[src/rtl/core/gm4_pkg.sv]
`default_nettype none
// ----------------------------------------------------------------------------
// gm4_pkg
// Shared types and constants of the four-point geometric median block.
// ----------------------------------------------------------------------------
package gm4_pkg;

  localparam int NumPts = 4;
  localparam int CqDepth = 4;
  localparam int CqPtrW = $clog2(CqDepth);
  localparam int CqCntW = $clog2(CqDepth + 1);

  localparam logic [31:0] SUM_MAX = 32'hFFFF_FFFF;
  localparam logic signed [31:0] Q_POS_MAX = 32'sh7FFF_FFFF;
  localparam logic signed [31:0] Q_NEG_MAX = 32'sh8000_0000;

  // One candidate point, together with the item's four points.
  typedef struct packed {
    logic [NumPts-1:0][15:0] px;
    logic [NumPts-1:0][15:0] py;
    logic signed [31:0] cx;
    logic signed [31:0] cy;
    logic last;
  } cand_t;

endpackage
`default_nettype wire

[src/rtl/core/gm4_cand_fifo.sv]
`default_nettype none
// ----------------------------------------------------------------------------
// gm4_cand_fifo
// Short candidate queue between the front and the back.
// ----------------------------------------------------------------------------
module gm4_cand_fifo (
  input  wire logic           clk,
  input  wire logic           rst,
  input  wire logic           push,
  input  wire gm4_pkg::cand_t wdata,
  output logic                full,
  input  wire logic           pop,
  output gm4_pkg::cand_t      rdata,
  output logic                empty
);

  gm4_pkg::cand_t mem [gm4_pkg::CqDepth];
  logic [gm4_pkg::CqPtrW-1:0] wp;
  logic [gm4_pkg::CqPtrW-1:0] rp;
  logic [gm4_pkg::CqCntW-1:0] cnt;
  logic do_push;
  logic do_pop;

  assign full = (cnt == gm4_pkg::CqCntW'(gm4_pkg::CqDepth));
  assign empty = (cnt == '0);
  assign do_push = push && !full;
  assign do_pop = pop && !empty;
  assign rdata = mem[rp];

  always_ff @(posedge clk) begin
    if (rst) begin
      wp <= '0;
      rp <= '0;
      cnt <= '0;
    end else begin
      if (do_push) begin
        wp <= wp + gm4_pkg::CqPtrW'(1);
      end
      if (do_pop) begin
        rp <= rp + gm4_pkg::CqPtrW'(1);
      end
      if (do_push && !do_pop) begin
        cnt <= cnt + gm4_pkg::CqCntW'(1);
      end else if (do_pop && !do_push) begin
        cnt <= cnt - gm4_pkg::CqCntW'(1);
      end
    end
  end

  always_ff @(posedge clk) begin
    if (do_push) begin
      mem[wp] <= wdata;
    end
  end

endmodule
`default_nettype wire

[config.mk]
export PLATFORM = sky130hd
export DESIGN_NAME = gm4_cand_fifo
export DESIGN_NICKNAME = d
export VERILOG_FILES = /design/src/rtl/core/gm4_pkg.sv /design/src/rtl/core/gm4_cand_fifo.sv
export SDC_FILE = /design/constraint.sdc
export NUM_CORES = 1
export LEC_CHECK = 0
export BUFFER_PORTS_ARGS = -buffer_cell sky130_fd_sc_hd__buf_2
export CAP_MARGIN = 20
export CELL_PAD_IN_SITES_DETAIL_PLACEMENT = 1
export CELL_PAD_IN_SITES_GLOBAL_PLACEMENT = 1
export CORE_MARGIN = 4
export CORE_UTILIZATION = 51
export CTS_CLUSTER_DIAMETER = 60
export DETAILED_ROUTE_END_ITERATION = 8
export PLACE_DENSITY = 0.89
export SKIP_CTS_REPAIR_TIMING = 1
export SYNTH_ARGS = -nofsm -noshare
export SYNTH_HDL_FRONTEND = slang
export SYNTH_SLANG_ARGS = --single-unit
[constraint.sdc]
create_clock -name clk -period 7.73 [get_ports clk]
set_input_delay 1.1595 -clock clk [delete_from_list [all_inputs] [get_ports clk]]
set_output_delay 1.1595 -clock clk [all_outputs]
set_load 0.03 [all_outputs]
==> results.txt, run 1 <==
The floorplan step defined a die boundary enclosing approximately 60000 sq um. Setup repair after global routing left no endpoint under its margin. In this run the worst path has a maximum fanout of roughly 100. The delay of the slowest cell on the worst path came out at 0.76 ns. The total of warnings raised by yosys is 0. TritonCTS built the clock tree. At the worst endpoint, the required time is around 6.6 ns.

The number of nets in the synthesized netlist is about 1300. The largest vdd supply drop is about 0.28 mV. The estimated wirelength of the detail-placed design came out at 39.6 mm. The number of slew-limit violations in the final report came out at 0. The count of endpoints failing hold in the final timing report came to 0. The worst slew margin relative to its limit is 0.309. The post-layout utilization of the core came out at 0.610.

The least setup slack across all paths after layout came out at roughly 3.5 ns. The number of detailed-route iterations in the first pass is 5. The number of flops mapped to enable cells by yosys is 772. For this run, the post-layout net count is 1701. For the worst setup path, the data arrival time is 3.06 ns.

The register-to-register setup slack is 4.51 ns. The H-tree level count came out at 3. In this run the critical register-to-register path is launched from cnt[0]. In the synthesized netlist, the number of instances is 1056.

The TritonCTS buffer count came out at 80. The later-pin clock latency in the skew report came out at 0.60 ns. The area of the placeable core is 55200 sq um. The total overflow left after global routing is 0. The root buffer cell chosen for the clock tree is clkbuf_16. The count of antenna-violating nets left after detailed routing is 0. In this run the deepest clock path goes through 3 buffers. The endpoint type of the worst setup path is an output pin. The number of register bits inferred by synthesis came out at 781. The filler cells instantiated in the layout total 4546.

The flow ran to the end, and the final reports show no timing, DRC or antenna violations. The effective utilization at floorplan is 0.517. The critical path launch point type is a register. The routability-driven placement congestion ratio is between 0.7 and 0.8. In the final routed layout, each cell accounts on average for 27.8 um.

The first-pass GRT wire length came out at 95.5 mm. Max-cap violations in this run came to 0. In the routed design, unresolved DRC markers number 0. The capture instance of the worst register-to-register path is mem[0][170].

The routed via count is 13100. The total buffers and inverters traversed by the critical path is 2. The minimum period implied by the final worst setup slack is 4.22 ns. The most common cell after layout, fill and taps aside is edfxtp_1. The count of port buffers added during placement came out at 391. The number of distinct library cells after synthesis came out at 25. The sequential element share of the synthesized area is 0.818. The via count of the first global-routing pass came out at 14600. The library cells used most frequently in the layout, excluding fill and tap cells, are edfxtp_1, buf_2, mux4_2, clkbuf_16, mux4_1. The pin count of the biggest net entering global routing came out at ~150. After clock tree synthesis, the clock-pin slew on the worst setup and hold paths is 0.06 ns. The largest individual stage delay along the critical path comes from the cell dfxtp_4. The top cell family by delay on the critical path is buffers and inverters. The clock arrives with 0.0207 ns of skew. The summed instance area of the synthesized netlist is 28500 sq um. The signal on the critical path passes through buf_12, mux4_1, buf_2.

The overall die height came out at 245 um. The layout cell share with drive strength beyond 1 is 0.429. Setup violations remaining at the end of the flow were counted as 0.

The timing-limited maximum frequency came out at approximately 240 MHz. The number of antenna violations at the first check in global routing is 21. The via density per instance is 5.63.

The row count came out at 86. A synthesized cell averages approximately 27 sq um. The final cycle utilization of the critical path came out at 0.546.

The measured slew at the worst slew-check pin is slightly above 1 ns. The number of DRC markers after the initial detailed-route iteration came out at 1069. Dividing total power by cell area gives a power density of 358 nW/um^2. The share of async-settable or async-resettable flops after synthesis is 0. The class of the most critical hold timing path is register to register.

Relative to the synthesized area, the layout overhead comes to 18.0%. The flip-flop cell with the highest count after synthesis is edfxtp_1. The logic depth of the worst path, buffers included came out at 3. The cell leakage power is 11.3 nW. The horizontal die dimension is ~240 um. CTS saw 781 sinks. The minimum setup slack after placement is 3.71 ns. The worst setup path is of the register to output pin kind.

The critical path endpoint is rdata[161]. The number of cells on the worst reg-to-reg path is 4. The aggregate negative setup slack came out at 0 ns. For this design the top-level I/O count stands at 392. In the global route stage, overall resource usage came out at 0.216. The total wire length came out at 64.5 mm.
worst min-delay path by stage:
stage | start | endpoint | slack [ns] | cells after the start
after floorplan | wp[1] | wp[1] | 0.48 | 2
after global placement | wp[1] | wp[1] | 0.50 | 2
after detailed placement | wp[1] | wp[1] | 0.52 | 2
after CTS | wp[1] | wp[1] | 0.54 | 2
after global routing | wp[1] | wp[1] | 0.58 | 2
final | wp[1] | wp[1] | 0.55 | 2
power breakdown:
group          switching [W]  internal, W  total [W]
clock network        0.00155      0.00206    0.00361
registers           0.000168      0.00510    0.00526
logic                0.00205      0.00113    0.00318
routing by layer:
metal	GRT usage	part of all wire
met1	0.252	0.35
met2	0.385	0.54
met3	0.0660	0.074
met4	0.0705	0.030
met5	0	0.0023
logic make-up (layout without fill, tap and decap cells):
logic type | after synthesis | after routing | synth area share
multiplexers | 195 | 195 | 0.159
AO/OA/AOI/OAI | 6 | 6 | 0.00127
other | 0 | 12 | 0
AND/OR/NAND/NOR | 16 | 16 | 0.00298
adder cells (fa/ha/maj) | 6 | 6 | 0.00289
flip-flops | 781 | 781 | 0.818
buffers and inverters | 48 | 550 | 0.0146
XOR/XNOR | 4 | 4 | 0.00123
tightest hold or removal path, stage by stage (launching register included):
cell	delay (ns)
dfxtp_1	0.35
nand2b_1	0.09
mux2i_1	0.06
cells in the mapped netlist (all sizes together) (2+ instances only):
master | instances | area, sq um
a21oi | 2 | 10.0
and2 | 4 | 25.0
buf | 42 | 395
clkbuf | 2 | 7.51
dfxtp | 9 | 180
edfxtp | 772 | 23200
ha | 5 | 62.6
inv | 4 | 15.0
mux2i | 2 | 20.0
mux4 | 193 | 4500
nand2b | 2 | 12.5
nor2 | 6 | 22.5
o21ai | 2 | 10.0
or3 | 2 | 12.5
xor2 | 4 | 35.0
area by class of cell:
class,count,area [sq um],share of cell area
Multi-Input combinational cell,227,4770,0.142
Clock buffer,98,2080,0.0617
Timing Repair Buffer,404,2120,0.0628
Inverter,4,15.0,0.000446
Antenna cell,12,30.0,0.000891
Tap cell,748,936,0.0278
Sequential cell,781,23400,0.694
Clock inverter,44,369,0.0110
per-stage QoR:
| step | cells | cell area [sq um] | total power [W] | hold slack, ns |
|---|---|---|---|---|
| after floorplan | 1056 | 28500 | 0.00773 | 0.482 |
| after global placement | 2164 | 31200 | 0.00844 | 0.497 |
| after detailed placement | 2164 | 31200 | 0.00855 | 0.517 |
| after CTS | 2306 | 33700 | 0.0122 | 0.539 |
| after global routing | 2313 | 33700 | 0.0125 | 0.583 |
| final | 2318 | 33700 | 0.0121 | 0.548 |
flip-flops by register name, summed over array words and instances, names as in the netlist, named ones only:
name / flops
rp: 2
cnt: 3
wp: 2
mem: 772
(Power assumes the default switching activity.)
==> run 2, diff against run 1 <==
Settings changed: CORE_UTILIZATION 51 to 46, PLACE_DENSITY 0.89 to 0.85.
Clock period 7.73 ns to 3.8 ns, I/O delays scaled along.
==> run 2 against run 1 <==
- routed wire length up 2.9%
- count of clock-buffer cells in the layout down 7
- first-iteration DRC count up 12%
- largest cell class unchanged
- via count up 1.3%
- power up 110%
- sequential share of layout area down 1.4 points
- critical path depth unchanged
- sequential cell count unchanged
- hold slack worse by 0.38 ns
- clock power up 110%
- clock skew down 0.0035 ns
- utilization down 5.2 points
==> results.txt, run 2 (synthesized netlist as in run 1, its figures left out) <==
The first-pass GRT wire length came out at roughly 99 mm. The share of total power dissipated in the clock network is 0.303. The clock transition at the register clock pins on the worst setup and hold paths after CTS is 0.06 ns. The number of slew-limit violations in the final report came to 0. The register containing the most flip-flops in the final layout is mem. After detailed routing, the number of vias per cell comes to 5.42. The horizontal die dimension came out at 257 um. The cell leakage power is ~12 nW.

The critical-path maximum fanout is 29. The routability-driven placement congestion ratio came out at 0.754. The library cell used most frequently in the layout, excluding fill and tap cells, is edfxtp_1. The timing-limited maximum frequency is 312 MHz.

Buffers inserted during clock tree synthesis total 80. The flip-flop count of the largest register, all copies and words added is 772. The total chip power came out at 0.0251 W. The fraction of power spent switching nets came out at 0.311. Setup repair after global routing left no endpoint under its margin. At the end of the flow, the number of nets in the layout was 1733. The post-route worst hold slack came out at roughly 0.16 ns. The post-place instance area came out at 31800 sq um.

In the finished design, the share of the clock period the worst path needs comes to 0.842. The minimum period implied by the final worst setup slack came out at 3.20 ns. The flow ran to the end, and the final reports show no timing, DRC or antenna violations. The overall global routing resource usage came out at 0.201. Power spread over the standard cell area amounts to 729 nW/um^2. STA classifies the critical path startpoint as a register. After the first detailed-routing iteration, the DRC count stood at 1197.

The top-level port count came out at 392. The top cell types in the final layout, fill and taps aside, are edfxtp_1, buf_2, mux4_2, clkbuf_16, mux4_1. The worst-case clock skew came out at roughly 0.017 ns. The estimated wirelength of the detail-placed design came out at 42.4 mm. The later-pin clock latency in the skew report is 0.62 ns. The H-tree level count came out at 3. The number of endpoints failing setup at the final stage came out at 0. The total wire length is 66.4 mm. The aggregate negative setup slack came out at 0 ns. In the final layout, the share of cells above drive strength 1 is 0.445. Dividing the detail-routed wire length by the instance count gives 27.2 um. The critical path data required time is 3.23 ns. The filler cells instantiated in the layout total 5238. The area of the placeable core is 61600 sq um. The number of sinks on the clock net came out at 781. The cell at the root of the clock tree is clkbuf_16.

The internal power of the cells is 0.0173 W. The worst slew margin relative to its limit came out at 0.428. The via count of the first global-routing pass is 14800. The die is 257 um tall.

Compared with the post-synthesis result, the final layout area differs by 20.4%. The reported max-cap violation count is 0. The class of the most critical hold timing path is primary input to register. The measured slew at the worst slew-check pin is 0.858 ns. TritonCTS built the clock tree. For this configuration, the core starts out at a cell density of 0.463. IR analysis of the VDD net gives a maximum drop of 0.585 mV. For this run the aggregate overflow at the end of global routing stands at 0.

The power dissipated by switching net loads came out at 0.00779 W. For this run, design rule violations remaining after detail routing come to 0. The proportion of power drawn by flip-flops and latches came out at 0.427.

The count of endpoints failing hold in the final timing report was 0. Entering global routing, the biggest net connects around 60 pins. The final instance area is 34400 sq um. The endpoint type of the worst setup path is an output pin.

The worst setup path category is register to output pin. The count of port buffers added during placement came out at 391. The floorplan has 91 rows. The worst-case clock buffer depth came out at 3. The count of antenna-violating nets left after detailed routing came out at 0.

The largest registers in the layout are mem (772), cnt (3). The arrival time at the worst endpoint came out at between 2 and 3 ns. The share of total power dissipated in combinational logic is 0.270. The die covers 66100 sq um.

The number of detailed-route iterations in the first pass is 5. The routed layout has 13200 vias. The number of antenna violations at the first check in global routing came out at 15.
==> run 2: routing by layer <==
metal / track usage / part of all wire / vias to the layer above
met5: 0 / 0.0011 / -
met4: 0.0597 / 0.021 / 10
met3: 0.0590 / 0.077 / 101
met2: 0.358 / 0.54 / 482
met1: 0.237 / 0.36 / 7034
li1: - / - / 5597
==> run 2: layout make-up <==
class	count	area, sq um	area share
Sequential cell	781	23400	0.680
Multi-Input combinational cell	227	4770	0.139
Timing Repair Buffer	436	2590	0.0755
Clock buffer	91	2060	0.0601
Tap cell	837	1050	0.0305
Clock inverter	52	477	0.0139
Antenna cell	11	27.5	0.000801
Inverter	4	15.0	0.000437
==> run 2: worst paths after layout <==
path,cells after the start,slack [ns],endpoint,start
worst max-delay path,3,0.60,rdata[152],register
worst min-delay path,1,0.16,mem[0][22],wdata[22]
worst max register to register,8,1.30,cnt[2],cnt[0]
worst min register to register,2,0.51,wp[1],wp[1]
==> run 2: stage by stage <==
stage / setup slack, ns / utilization / instances
6_report: 0.599 / 0.558 / 2439
3_5_place_dp: 1.17 / 0.516 / 2285
5_1_grt: 0.454 / 0.558 / 2433
4_1_cts: 0.488 / 0.558 / 2428
2_1_floorplan: 0.0176 / - / 1056
3_3_place_gp: 1.19 / 0.516 / 2285
==> run 2: critical path, cell delays in order, from the launching register on <==
cell	delay [ns]
dfxtp_4	0.86
buf_12	0.30
mux4_1	0.63
buf_2	0.22
==> run 2: power by group through the flow <==
stage          registers (W)  clock network [W]  logic, W
2_1_floorplan         0.0107                  0   0.00494
3_3_place_gp          0.0108                  0   0.00668
3_5_place_dp          0.0109                  0   0.00681
4_1_cts               0.0107            0.00776   0.00688
5_1_grt               0.0108            0.00816   0.00710
6_report              0.0107            0.00759   0.00677
